`src/sv/tbmc_pkg.sv`:
```
// ----------------------------------------------------------------------------
// Two-button controller package
// Key and mode codes, date positions, register indexes and the packed
// result layout shared by the controller core.
// ----------------------------------------------------------------------------
package tbmc_pkg;

   typedef enum logic [1:0] {
      KEY_NONE   = 2'd0,
      KEY_START  = 2'd1,
      KEY_MEMORY = 2'd2,
      KEY_COMBO  = 2'd3
   } key_type;

   typedef enum logic [1:0] {
      MODE_STANDBY = 2'd0,
      MODE_DATESET = 2'd1,
      MODE_MEASURE = 2'd2,
      MODE_MEMORY  = 2'd3
   } mode_type;

   localparam logic [2:0] POS_MONTH  = 3'd1;
   localparam logic [2:0] POS_DAY    = 3'd2;
   localparam logic [2:0] POS_HOUR   = 3'd3;
   localparam logic [2:0] POS_MINUTE = 3'd4;

   localparam logic REG_YEAR = 1'b0;
   localparam logic REG_HOLD = 1'b1;

   localparam logic [6:0] YEAR_RESET = 7'd13;
   localparam logic [3:0] HOLD_RESET = 4'd4;
   localparam logic [3:0] HOLD_MAX   = 4'd15;

   localparam logic [3:0] MONTH_LAST  = 4'd12;
   localparam logic [5:0] DAY_LONG    = 6'd31;
   localparam logic [5:0] DAY_SHORT   = 6'd30;
   localparam logic [5:0] DAY_FEB     = 6'd28;
   localparam logic [5:0] DAY_FEB_LEAP = 6'd29;
   localparam logic [4:0] HOURS       = 5'd24;
   localparam logic [5:0] MINUTES     = 6'd60;

   localparam int REQ_W = 16;
   localparam int RSP_W = 40;
   localparam int CSR_W = 7;

   typedef struct packed {
      logic          spare;
      logic          record_refresh;
      logic          record_close;
      logic          measure_stop;
      logic          clock_load;
      key_type       key_event;
      logic [7:0]    record_index;
      logic [5:0]    minute_value;
      logic [4:0]    hour_value;
      logic [4:0]    day_value;
      logic [3:0]    month_value;
      logic [2:0]    set_position;
      mode_type      mode;
   } rsp_type;

endpackage

```
`src/sv/two_button_mode_and_clock_set_controller_core.sv`:
```
// ----------------------------------------------------------------------------
// Two-button mode and clock-set controller
// Debounces two active-low buttons into start, memory and combination keys,
// and steps a four-mode machine with date editing and record browsing.
//
// Channel  Direction  Content
// req      in         one button scan per request
// rsp      out        one result per request
// csr      in         register writes: year in century, hold ticks
//
// Each request is worked out in the cycle it is accepted and its result is
// registered; one request can be taken in every cycle. A skid register holds
// a second result while the output is stalled, and requests are refused only
// while it is full. Reset is synchronous and restores the registers and state.
// ----------------------------------------------------------------------------
module two_button_mode_and_clock_set_controller_core (
   input  logic                       clock,
   input  logic                       reset,
   input  logic                       req_tvalid,
   output logic                       req_tready,
   // start_pin, memory_pin, record_total[7:0], zero padding
   input  logic [tbmc_pkg::REQ_W-1:0] req_tdata,
   output logic                       rsp_tvalid,
   input  logic                       rsp_tready,
   // mode[1:0], set_position[2:0], month_value[3:0], day_value[4:0],
   // hour_value[4:0], minute_value[5:0], record_index[7:0], key_event[1:0],
   // clock_load, measure_stop, record_close, record_refresh, zero padding
   output logic [tbmc_pkg::RSP_W-1:0] rsp_tdata,
   input  logic                       csr_valid,
   output logic                       csr_ready,
   input  logic                       csr_index,
   input  logic [tbmc_pkg::CSR_W-1:0] csr_data
);
   import tbmc_pkg::*;

   logic [6:0] year_ff;
   logic [3:0] hold_ticks_ff;

   logic [3:0] hold_count_ff, hold_count_in;
   key_type    last_key_ff, last_key_in;
   key_type    pending_ff, pending_in;
   mode_type   mode_ff, mode_in;
   logic [2:0] position_ff, position_in;
   logic [3:0] month_ff, month_in;
   logic [4:0] day_ff, day_in;
   logic [4:0] hour_ff, hour_in;
   logic [5:0] minute_ff, minute_in;
   logic [7:0] index_ff, index_in;

   rsp_type    out_ff, skid_ff, result;
   logic       out_valid_ff, skid_valid_ff;

   logic       start_down, memory_down, released;
   logic [7:0] total;
   key_type    scan, fired;
   logic       accept, pop;
   logic       clock_load, measure_stop, record_close, record_refresh;
   logic       short_month, leap;
   logic [3:0] month_step;
   logic [5:0] day_step;
   logic [4:0] hour_step;
   logic [5:0] minute_step;
   logic [8:0] index_step;
   logic       index_done;

   assign start_down  = ~req_tdata[0];
   assign memory_down = ~req_tdata[1];
   assign total       = req_tdata[9:2];
   assign released    = ~start_down & ~memory_down;

   assign accept     = req_tvalid & req_tready;
   assign pop        = rsp_tvalid & rsp_tready;
   assign req_tready = ~skid_valid_ff;
   assign rsp_tvalid = out_valid_ff;
   assign rsp_tdata  = out_ff;
   assign csr_ready  = 1'b1;

   always_comb begin
      if (start_down && memory_down) begin
         scan = KEY_COMBO;
      end else if (start_down) begin
         scan = KEY_START;
      end else if (memory_down) begin
         scan = KEY_MEMORY;
      end else begin
         scan = KEY_NONE;
      end
   end

   always_comb begin
      hold_count_in = hold_count_ff;
      last_key_in   = last_key_ff;
      pending_in    = pending_ff;
      fired         = KEY_NONE;
      if (released) begin
         last_key_in = KEY_NONE;
         fired       = pending_ff;
         pending_in  = KEY_NONE;
      end else begin
         if (last_key_ff == scan) begin
            if (hold_count_ff < HOLD_MAX) begin
               hold_count_in = hold_count_ff + 4'd1;
            end
         end else begin
            last_key_in   = scan;
            hold_count_in = 4'd0;
         end
         if (hold_count_in >= hold_ticks_ff) begin
            pending_in = scan;
         end
      end
   end

   assign month_step  = month_ff + 4'd1;
   assign day_step    = {1'b0, day_ff} + 6'd1;
   assign hour_step   = hour_ff + 5'd1;
   assign minute_step = minute_ff + 6'd1;
   assign index_step  = {1'b0, index_ff} + 9'd1;
   assign index_done  = index_step >= {1'b0, total};
   assign short_month = (month_ff == 4'd4) || (month_ff == 4'd6) ||
                        (month_ff == 4'd9) || (month_ff == 4'd11);
   assign leap        = year_ff[1:0] == 2'b00;

   // Next mode.
   always_comb begin
      mode_in = mode_ff;
      if (fired != KEY_NONE) begin
         unique case (mode_ff)
            MODE_STANDBY: begin
               if (fired == KEY_COMBO) begin
                  mode_in = MODE_DATESET;
               end else if (fired == KEY_START) begin
                  mode_in = MODE_MEASURE;
               end else begin
                  mode_in = MODE_MEMORY;
               end
            end
            MODE_DATESET: begin
               if (fired == KEY_START && position_ff >= POS_MINUTE) begin
                  mode_in = MODE_STANDBY;
               end
            end
            MODE_MEASURE: begin
               if (fired != KEY_MEMORY) begin
                  mode_in = MODE_STANDBY;
               end
            end
            MODE_MEMORY: begin
               if (fired != KEY_MEMORY || index_done) begin
                  mode_in = MODE_STANDBY;
               end
            end
            default: mode_in = MODE_STANDBY;
         endcase
      end
   end

   // Field updates and pulses.
   always_comb begin
      position_in    = position_ff;
      month_in       = month_ff;
      day_in         = day_ff;
      hour_in        = hour_ff;
      minute_in      = minute_ff;
      index_in       = index_ff;
      clock_load     = 1'b0;
      measure_stop   = 1'b0;
      record_close   = 1'b0;
      record_refresh = 1'b0;
      if (fired != KEY_NONE) begin
         unique case (mode_ff)
            MODE_STANDBY: begin
            end
            MODE_DATESET: begin
               if (fired == KEY_START) begin
                  if (position_ff >= POS_MINUTE) begin
                     position_in = POS_MONTH;
                     clock_load  = 1'b1;
                  end else begin
                     position_in = position_ff + 3'd1;
                  end
               end else begin
                  unique case (position_ff)
                     POS_MONTH: begin
                        month_in = (month_step > MONTH_LAST) ? 4'd1 : month_step;
                     end
                     POS_DAY: begin
                        if (day_step > DAY_SHORT && short_month) begin
                           day_in = 5'd1;
                        end else if (day_step > DAY_LONG) begin
                           day_in = 5'd1;
                        end else if (month_ff == 4'd2 &&
                                     day_step > (leap ? DAY_FEB_LEAP : DAY_FEB)) begin
                           day_in = 5'd1;
                        end else begin
                           day_in = day_step[4:0];
                        end
                     end
                     POS_HOUR: begin
                        hour_in = (hour_step >= HOURS) ? 5'd0 : hour_step;
                     end
                     POS_MINUTE: begin
                        minute_in = (minute_step >= MINUTES) ? 6'd0 : minute_step;
                     end
                     default: begin
                     end
                  endcase
               end
            end
            MODE_MEASURE: begin
               if (fired != KEY_MEMORY) begin
                  measure_stop = 1'b1;
                  record_close = 1'b1;
               end
            end
            MODE_MEMORY: begin
               if (fired != KEY_MEMORY || index_done) begin
                  index_in     = 8'd0;
                  record_close = 1'b1;
               end else begin
                  index_in       = index_step[7:0];
                  record_refresh = 1'b1;
               end
            end
            default: begin
            end
         endcase
      end
   end

   always_comb begin
      result.spare          = 1'b0;
      result.record_refresh = record_refresh;
      result.record_close   = record_close;
      result.measure_stop   = measure_stop;
      result.clock_load     = clock_load;
      result.key_event      = fired;
      result.record_index   = index_in;
      result.minute_value   = minute_in;
      result.hour_value     = hour_in;
      result.day_value      = day_in;
      result.month_value    = month_in;
      result.set_position   = position_in;
      result.mode           = mode_in;
   end

   always_ff @(posedge clock) begin
      if (reset) begin
         year_ff       <= YEAR_RESET;
         hold_ticks_ff <= HOLD_RESET;
      end else if (csr_valid && csr_ready) begin
         unique case (csr_index)
            REG_YEAR: year_ff       <= csr_data;
            REG_HOLD: hold_ticks_ff <= csr_data[3:0];
            default: begin
            end
         endcase
      end
   end

   always_ff @(posedge clock) begin
      if (reset) begin
         hold_count_ff <= 4'd0;
         last_key_ff   <= KEY_NONE;
         pending_ff    <= KEY_NONE;
         mode_ff       <= MODE_STANDBY;
         position_ff   <= POS_MONTH;
         month_ff      <= 4'd1;
         day_ff        <= 5'd1;
         hour_ff       <= 5'd0;
         minute_ff     <= 6'd0;
         index_ff      <= 8'd0;
      end else if (accept) begin
         hold_count_ff <= hold_count_in;
         last_key_ff   <= last_key_in;
         pending_ff    <= pending_in;
         mode_ff       <= mode_in;
         position_ff   <= position_in;
         month_ff      <= month_in;
         day_ff        <= day_in;
         hour_ff       <= hour_in;
         minute_ff     <= minute_in;
         index_ff      <= index_in;
      end
   end

   always_ff @(posedge clock) begin
      if (reset) begin
         out_valid_ff  <= 1'b0;
         skid_valid_ff <= 1'b0;
      end else begin
         if (skid_valid_ff && pop) begin
            out_valid_ff  <= 1'b1;
            skid_valid_ff <= 1'b0;
         end else if (accept) begin
            if (!out_valid_ff || pop) begin
               out_valid_ff <= 1'b1;
            end else begin
               skid_valid_ff <= 1'b1;
            end
         end else if (pop) begin
            out_valid_ff <= 1'b0;
         end
      end
   end

   always_ff @(posedge clock) begin
      if (skid_valid_ff && pop) begin
         out_ff <= skid_ff;
      end else if (accept) begin
         if (!out_valid_ff || pop) begin
            out_ff <= result;
         end else begin
            skid_ff <= result;
         end
      end
   end

endmodule

```
`config.mk`:
```
export PLATFORM = sky130hd
export DESIGN_NAME = two_button_mode_and_clock_set_controller_core
export DESIGN_NICKNAME = d
export VERILOG_FILES = /design/src/sv/tbmc_pkg.sv /design/src/sv/two_button_mode_and_clock_set_controller_core.sv
export SDC_FILE = /design/constraint.sdc
export NUM_CORES = 1
export LEC_CHECK = 0
export ABC_AREA = 1
export BUFFER_PORTS_ARGS = -buffer_cell sky130_fd_sc_hd__buf_4
export CORE_MARGIN = 1
export CORE_UTILIZATION = 55
export DETAILED_ROUTE_END_ITERATION = 10
export GPL_ROUTABILITY_DRIVEN = 0
export PLACE_DENSITY_LB_ADDON = 0.3
export SYNTH_ARGS = -nofsm -noshare
export SYNTH_HDL_FRONTEND = slang
export SYNTH_SLANG_ARGS = --single-unit
```
`constraint.sdc`:
```
create_clock -name clock -period 4.9 [get_ports clock]
set_input_delay 0.735 -clock clock [delete_from_list [all_inputs] [get_ports clock]]
set_output_delay 0.735 -clock clock [all_outputs]
set_load 0.05 [all_outputs]
```
==> results of run 1 <==
## power by group
part / switching, mW / internal (mW)
Clock: 0.431 / 0.820
Sequential: 0.0403 / 1.21
Combinational: 0.284 / 0.124
Total: 0.755 / 2.15
## logic make-up (layout without fill, tap and decap cells)
kind of cell,after synthesis,after routing,share of synthesized area
buffers and inverters,144,218,0.0861
XOR/XNOR,14,14,0.0189
flip-flops,127,127,0.513
AO/OA/AOI/OAI,137,137,0.116
adder cells (fa/ha/maj),28,28,0.0541
other,2,2,0.00116
AND/OR/NAND/NOR,300,300,0.211
## routing by layer
layer	part of all wire	routed length (um)
met1	0.42	5780
met2	0.51	7090
met3	0.052	711
met4	0.015	210
met5	0	0
## sequential cells by signal (all words and copies together), names as in the netlist, 2 cells and up
name and flops:
hold_ticks_ff 4, day_ff 5, year_ff 2, index_ff 8, skid_ff 39, hour_ff 5
position_ff 3, rsp_tdata 39, month_ff 4, last_key_ff 2, hold_count_ff 4, pending_ff 2
minute_ff 6, mode_ff 2
## worst max-delay path by stage
| stage | from | end | cells after the start |
|---|---|---|---|
| after floorplan | skid_valid_ff | rsp_tdata[0] | 3 |
| after CTS | index_ff[0] | rsp_tdata[0] | 14 |
| after detailed placement | req_tvalid | last_key_ff[1] | 8 |
| after global routing | skid_valid_ff | pending_ff[1] | 7 |
| final | index_ff[0] | rsp_tdata[0] | 14 |
| after global placement | req_tvalid | last_key_ff[1] | 8 |
## tightest hold or removal path, cell delays in order, from the launching register on
cell	delay (ns)
dfxtp_1	0.32
nand2_1	0.06
nand3_1	0.05
## cell type report
cell class | instances | area [um2]
clock inverters | 8 | 113
multi-input cells | 481 | 2620
inverters | 122 | 458
clock buffers | 24 | 472
fillers | 896 | 3820
repair buffers | 64 | 480
flip-flops and latches | 127 | 3320
well taps | 143 | 179
## layout by cell type (no fill, tap or decap), types with 2 or more instances in the layout
cell type / n
nand2_1: 159
inv_1: 114
edfxtp_1: 78
buf_4: 64
o21ai_0: 54
nor2_1: 51
dfxtp_1: 49
a21oi_1: 46
nand3_1: 42
ha_1: 28
clkbuf_16: 17
nand4_1: 14
a31oi_1: 12
xor2_1: 12
o21ai_1: 9
nand2_2: 6
inv_2: 6
nor3_1: 5
nor2_4: 5
clkbuf_1: 5
clkinv_1: 4
nor2_2: 3
or2_2: 3
a22oi_1: 3
clkinv_2: 3
bufinv_16: 3
o21ai_2: 2
nor3_2: 2
a21boi_0: 2
o211ai_1: 2
a21oi_2: 2
xnor2_1: 2
and2_1: 2
nor4_1: 2
conb_1: 2
clkbuf_8: 2
==> impl_metrics.json, run 1 <==
{
  "cts_tree": "built",
  "start_kind": "flip-flop",
  "cts_sinks": 127,
  "antennaDiodeCount": 0,
  "yosys-top-cells-count": "nand2_1 (159), inv_1 (114), edfxtp_1 (78)",
  "cap_violations": 0,
  "yosys_warnings": 0,
  "ios": 72,
  "hold_end": "year_ff[0]",
  "placed_area_um2": 7060,
  "ctsHoldBuffers": 0,
  "avgSynthCellArea_um2": 8.61,
  "path_common_cell": "nand2_1",
  "total_leakage_power_nw": 3.55,
  "ant_nets": 0,
  "syn-num-nets": 809,
  "wl_per_cell_um": 14.2,
  "crit_chain": "ha_1 > nand3_2 > nor3_2 > xor2_1 > inv_1 > ha_1 > o211a_1 > nand2_1 > nand2_1 > nand2_1 > nand3_4 > nand2_2 > nand2_2 > o21ai_1",
  "stdcell_area_um2": 7640,
  "busiest_layer": "met2",
  "setup_ws_ns": 2.08,
  "r2r_slack_ns": 2.08,
  "cts.clk_slew.worst_paths_ns": 0.05,
  "synthFlopType": "edfxtp_1",
  "fin_crit_ns": 2.82,
  "ys_types": 43,
  "slew_headroom": 0.252,
  "ff2ff_path_depth": 14,
  "synth-edff-count": 78,
  "p_per_area_nw_per_um2": 381,
  "place_ws_ns": 1.84,
  "instances_no_fill": 969,
  "crit_arrival_ns": 3.05,
  "routed-via-count": 5229,
  "cpLargestDelayFamily": "simple AND/OR/NAND/NOR gates",
  "postCtsResizedCells": 0,
  "routed_via_density": 5.40,
  "initial_core_util": 0.565,
  "vdd_drop_max_mv": 0.366,
  "path_max_fanout": 10,
  "synth_top_cell_area_share": 0.362,
  "slew_violations": 0,
  "netlist_top_cells_area": "edfxtp_1 (36%), dfxtp_1 (15%), nand2_1 (9.2%), inv_1 (6.6%), ha_1 (5.4%)",
  "overflow": 0,
  "crit_type": "reg -> reg",
  "skew_ns": 0.00566,
  "yosys.area.top_type": "edfxtp_1",
  "hpwl_um": 9090,
  "drt-initial-drc-count": 314,
  "met2_usage": 0.410,
  "cp_slowest_cell": "dfxtp_1",
  "dr.pass1.iters": 9,
  "synth.most_common_cell": "nand2_1",
  "clkLatencyLatePin_ns": 0.42,
  "final_nets": 870,
  "fin_setup_tns_ns": 0,
  "synthesis.area_um2": 6480,
  "ys_seq_area_frac": 0.513,
  "reg2reg_to": "rsp_tdata[0]",
  "cts.path.max_buffers": 2,
  "fp-row-count": 39,
  "clock.fmax_mhz": 355,
  "core-area_um2": 11500,
  "grt.met3_usage": 0.0587,
  "hold_depth": 2,
  "postCtsSetupRepairBufs": 0,
  "syn_to_final_growth_pct": 18.0,
  "hold_class": "reg -> reg",
  "grt_usage": 0.235,
  "hold_viol_final": 0,
  "dp.cells": 937,
  "grt_pass1_vias": 5018,
  "grt_max_degree": 45,
  "period_share": 0.576,
  "r2r_start": "index_ff[0]",
  "cpPeakStageDelay_ns": 0.41,
  "portBuffers": 60,
  "crit_buf_inv": 1,
  "worstHoldStart": "year_ff[0]",
  "fin_util": 0.667,
  "grt_pass1_wl_um": 22800,
  "cts.htree.levels": 4,
  "whs_ns": 0.468,
  "die_width_um": 111,
  "cts_root_buf": "clkbuf_16",
  "finalSetupViolations": 0,
  "tightest_slew_ns": 1.12,
  "ys_async_sr_fraction": 0,
  "outcome": "finished, final reports clean",
  "drcViolationCount": 0,
  "syn_inst": 752,
  "dieArea_um2": 12200,
  "cts-buffers-inserted": 17,
  "rsz0062_at_grt": "false",
  "grtUsageMet1": 0.271,
  "fp.dieH_um": 111,
  "layout-drive-gt1-share": 0.154,
  "p_total_mw": 2.91,
  "crit_required_ns": 5.13,
  "antenna_found_initial": 0,
  "cp-end-kind": "flip-flop",
  "ys_ff_latch": 127,
  "wirelength_um": 13800
}
Power figures use the tool's default switching activity.
==> inputs of run 2 (changes only) <==
--- a/config.mk
+++ b/config.mk
@@ -5,10 +5,10 @@
 export SDC_FILE = /design/constraint.sdc
 export NUM_CORES = 1
 export LEC_CHECK = 0
-export ABC_AREA = 1
+export ABC_AREA = 0
 export BUFFER_PORTS_ARGS = -buffer_cell sky130_fd_sc_hd__buf_4
 export CORE_MARGIN = 1
-export CORE_UTILIZATION = 55
+export CORE_UTILIZATION = 53
 export DETAILED_ROUTE_END_ITERATION = 10
 export GPL_ROUTABILITY_DRIVEN = 0
 export PLACE_DENSITY_LB_ADDON = 0.3
==> constraint.sdc (replaced) <==
create_clock -name clock -period 2.35 [get_ports clock]
set_input_delay 0.3525 -clock clock [delete_from_list [all_inputs] [get_ports clock]]
set_output_delay 0.3525 -clock clock [all_outputs]
set_load 0.05 [all_outputs]
==> run 2 against run 1 <==
  * The flow now finishes with violations (negative setup slack)
  * Synthesized cell count shrank 7.0%
  * Routed wire length grew 34%
  * Count of clock-buffer cells in the layout shrank 6
  * Die area grew 5.5%
  * Core utilization grew 7.3 points
  * Cell area grew 17%
  * Register-to-register slack lost 2.7 ns
  * Total power grew 110%
  * Maximum frequency shrank 3.7%
  * Flip-flop and latch count is the same
==> impl_metrics.json, run 2 <==
{
  "outcome": "finished with violations",
  "violations": "negative setup slack",
  "synthesis.area_um2": 6590,
  "path_max_fanout": 5,
  "p_per_area_nw_per_um2": 672,
  "core-area_um2": 12100,
  "final_common_cell": "buf_4",
  "synth-edff-count": 78,
  "ios": 72,
  "clock.fmax_mhz": 342,
  "antennaDiodeCount": 0,
  "ys_types": 65,
  "fin_util": 0.739,
  "period_share": 1.25,
  "wirelength_um": 18500,
  "synth.most_common_cell": "nand2_1",
  "cpLargestDelayFamily": "simple AND/OR/NAND/NOR gates",
  "reg2reg_to": "rsp_tdata[26]",
  "ys_async_sr_fraction": 0,
  "fillCellCount": 743,
  "stdcell_area_um2": 8920,
  "final_nets": 885,
  "placed_area_um2": 7650,
  "syn_inst": 699,
  "hpwl_um": 10200,
  "grt_max_degree": 45,
  "overflow": 0,
  "cp_slowest_cell": "nor4_4",
  "crit_chain": "and3_4 > nand3_4 > buf_4 > xnor2_1 > ha_1 > and4_4 > nor4_4 > o211a_1 > o211ai_4 > inv_4 > buf_6 > a22o_1 > mux2_2",
  "portBuffers": 60,
  "cts.path.max_buffers": 2,
  "dr.pass1.iters": 5,
  "grt_pass1_wl_um": 28100,
  "r2r_slack_ns": -0.58,
  "hold_viol_final": 0,
  "cts_tree": "built",
  "syn_to_final_growth_pct": 35.3,
  "vdd_drop_max_mv": 0.404,
  "cp-end-kind": "flip-flop",
  "antenna_found_initial": 0,
  "crit_arrival_ns": 3.22,
  "crit_required_ns": 2.64,
  "fp-row-count": 40,
  "dp.cells": 948,
  "yosys-top-cells-count": "nand2_1 (81), edfxtp_1 (78), nor2_1 (76)",
  "routed_via_density": 5.96,
  "die_width_um": 114,
  "skew_ns": 0.0101,
  "cp-startpoint": "index_ff[3]",
  "netlist_top_cells_area": "edfxtp_1 (36%), dfxtp_1 (15%), ha_1 (5.3%), nand2_1 (4.6%), nor2_1 (4.3%)",
  "tightest_slew_ns": 0.584,
  "crit_buf_inv": 3,
  "cts-buffers-inserted": 17,
  "synthFlopType": "edfxtp_1",
  "dieArea_um2": 12900,
  "drt-initial-drc-count": 587,
  "hold_end": "rsp_tvalid",
  "synth_top_cell_area_share": 0.355,
  "slew_headroom": 0.611,
  "fin_setup_tns_ns": -16.32,
  "wl_per_cell_um": 18.4,
  "cts_sinks": 127,
  "whs_ns": 0.129,
  "ys_seq_area_frac": 0.504,
  "initial_core_util": 0.546,
  "fp.dieH_um": 114,
  "fin_crit_ns": 2.93,
  "avgSynthCellArea_um2": 9.43,
  "rsz0062_at_grt": "true",
  "ff2ff_path_depth": 13,
  "grt_usage": 0.282,
  "start_kind": "flip-flop",
  "clkLatencyLatePin_ns": 0.43,
  "yosys_warnings": 0,
  "total_leakage_power_nw": 3.72,
  "cts_root_buf": "clkbuf_16",
  "cpPeakStageDelay_ns": 0.35,
  "finalSetupViolations": 36,
  "crit_type": "reg -> reg",
  "instances_no_fill": 1009,
  "slew_violations": 0,
  "most-common-layout-cells": "buf_4 (132), edfxtp_1 (78), nand2_1 (75)",
  "ant_nets": 0,
  "worstHoldStart": "reset",
  "yosys.area.top_type": "edfxtp_1",
  "r2r_start": "index_ff[3]",
  "layout-drive-gt1-share": 0.323,
  "hold_class": "in -> reg",
  "cts.htree.levels": 4,
  "syn-num-nets": 756,
  "cap_violations": 0,
  "setup_ws_ns": -0.578,
  "ctsHoldBuffers": 0,
  "cts.clk_slew.worst_paths_ns": 0.06,
  "drcViolationCount": 0,
  "routed-via-count": 6013,
  "ys_ff_latch": 127,
  "grt_pass1_vias": 5794,
  "hold_depth": 2
}
run 2: changes by cell type after synthesis, moves of 8 or more:
cell | before | now
a211oi_1 | 1 | 17
clkbuf_1 | 17 | 26
inv_1 | 114 | 48
nand2_1 | 159 | 81
nand2b_1 | 0 | 8
nand3_1 | 42 | 34
nor2_1 | 51 | 76
nor2b_1 | 0 | 8
nor3_1 | 6 | 19
o21ai_0 | 55 | 29
o21ai_1 | 9 | 1
o31ai_1 | 0 | 9
run 2: worst max-delay path by stage:
stage	slack (ns)	cells past startpoint	end
floorplan	-0.33	14	rsp_tdata[30]
global placement	-0.33	12	rsp_tdata[28]
detailed placement	-0.51	10	rsp_tdata[29]
CTS	-0.30	13	rsp_tdata[26]
global route	-0.67	12	rsp_tdata[30]
finish	-0.58	13	rsp_tdata[26]
run 2: area by class of cell:
cell class	instances	area, um2	share of cell area
clock buffers	18	429	0.0481
clock inverters	14	189	0.0212
inverters	48	183	0.0205
multi-input cells	486	3360	0.377
flip-flops and latches	127	3340	0.375
well taps	168	210	0.0236
repair buffers	148	1200	0.135
run 2: metal layers:
metal	GRT usage	share of wire
met1	0.337	0.39
met2	0.471	0.50
met3	0.0627	0.064
met4	0.160	0.042
met5	0	0
run 2: report_power, final:
part / internal (mW) / leakage [nW] / switching, mW
combinational: 0.221 / 2.26 / 0.447
clock: 1.77 / 0.298 / 1.01
sequential: 2.48 / 1.15 / 0.0721
total: 4.47 / 3.72 / 1.53
run 2: cells by family after synthesis:
| group | Yosys count | share of synthesized area |
|---|---|---|
| DFF | 127 | 0.504 |
| other | 2 | 0.00114 |
| and+or+nand+nor | 265 | 0.188 |
| muxes | 9 | 0.0154 |
| adders and majority gates | 28 | 0.0532 |
| buffers and inverters | 86 | 0.0530 |
| AOI/OAI and AO/OA | 170 | 0.169 |
| xor gates and xnor gates | 12 | 0.0159 |
run 2: through the flow:
stage | worst slack (ns) | power [mW]
finish | -0.578 | 6.00
global route | -0.667 | 6.16
CTS | -0.301 | 5.97
detailed placement | -0.510 | 3.22
global placement | -0.329 | 3.20
floorplan | -0.334 | 3.02
run 2: repair_timing:
action / CTS / global route
endpoints found under the setup margin: 42 / 42
setup buffers: 20 / 11
pin swaps: 10 / 28
cloned: 1 / 0
resized for setup: 41 / 60
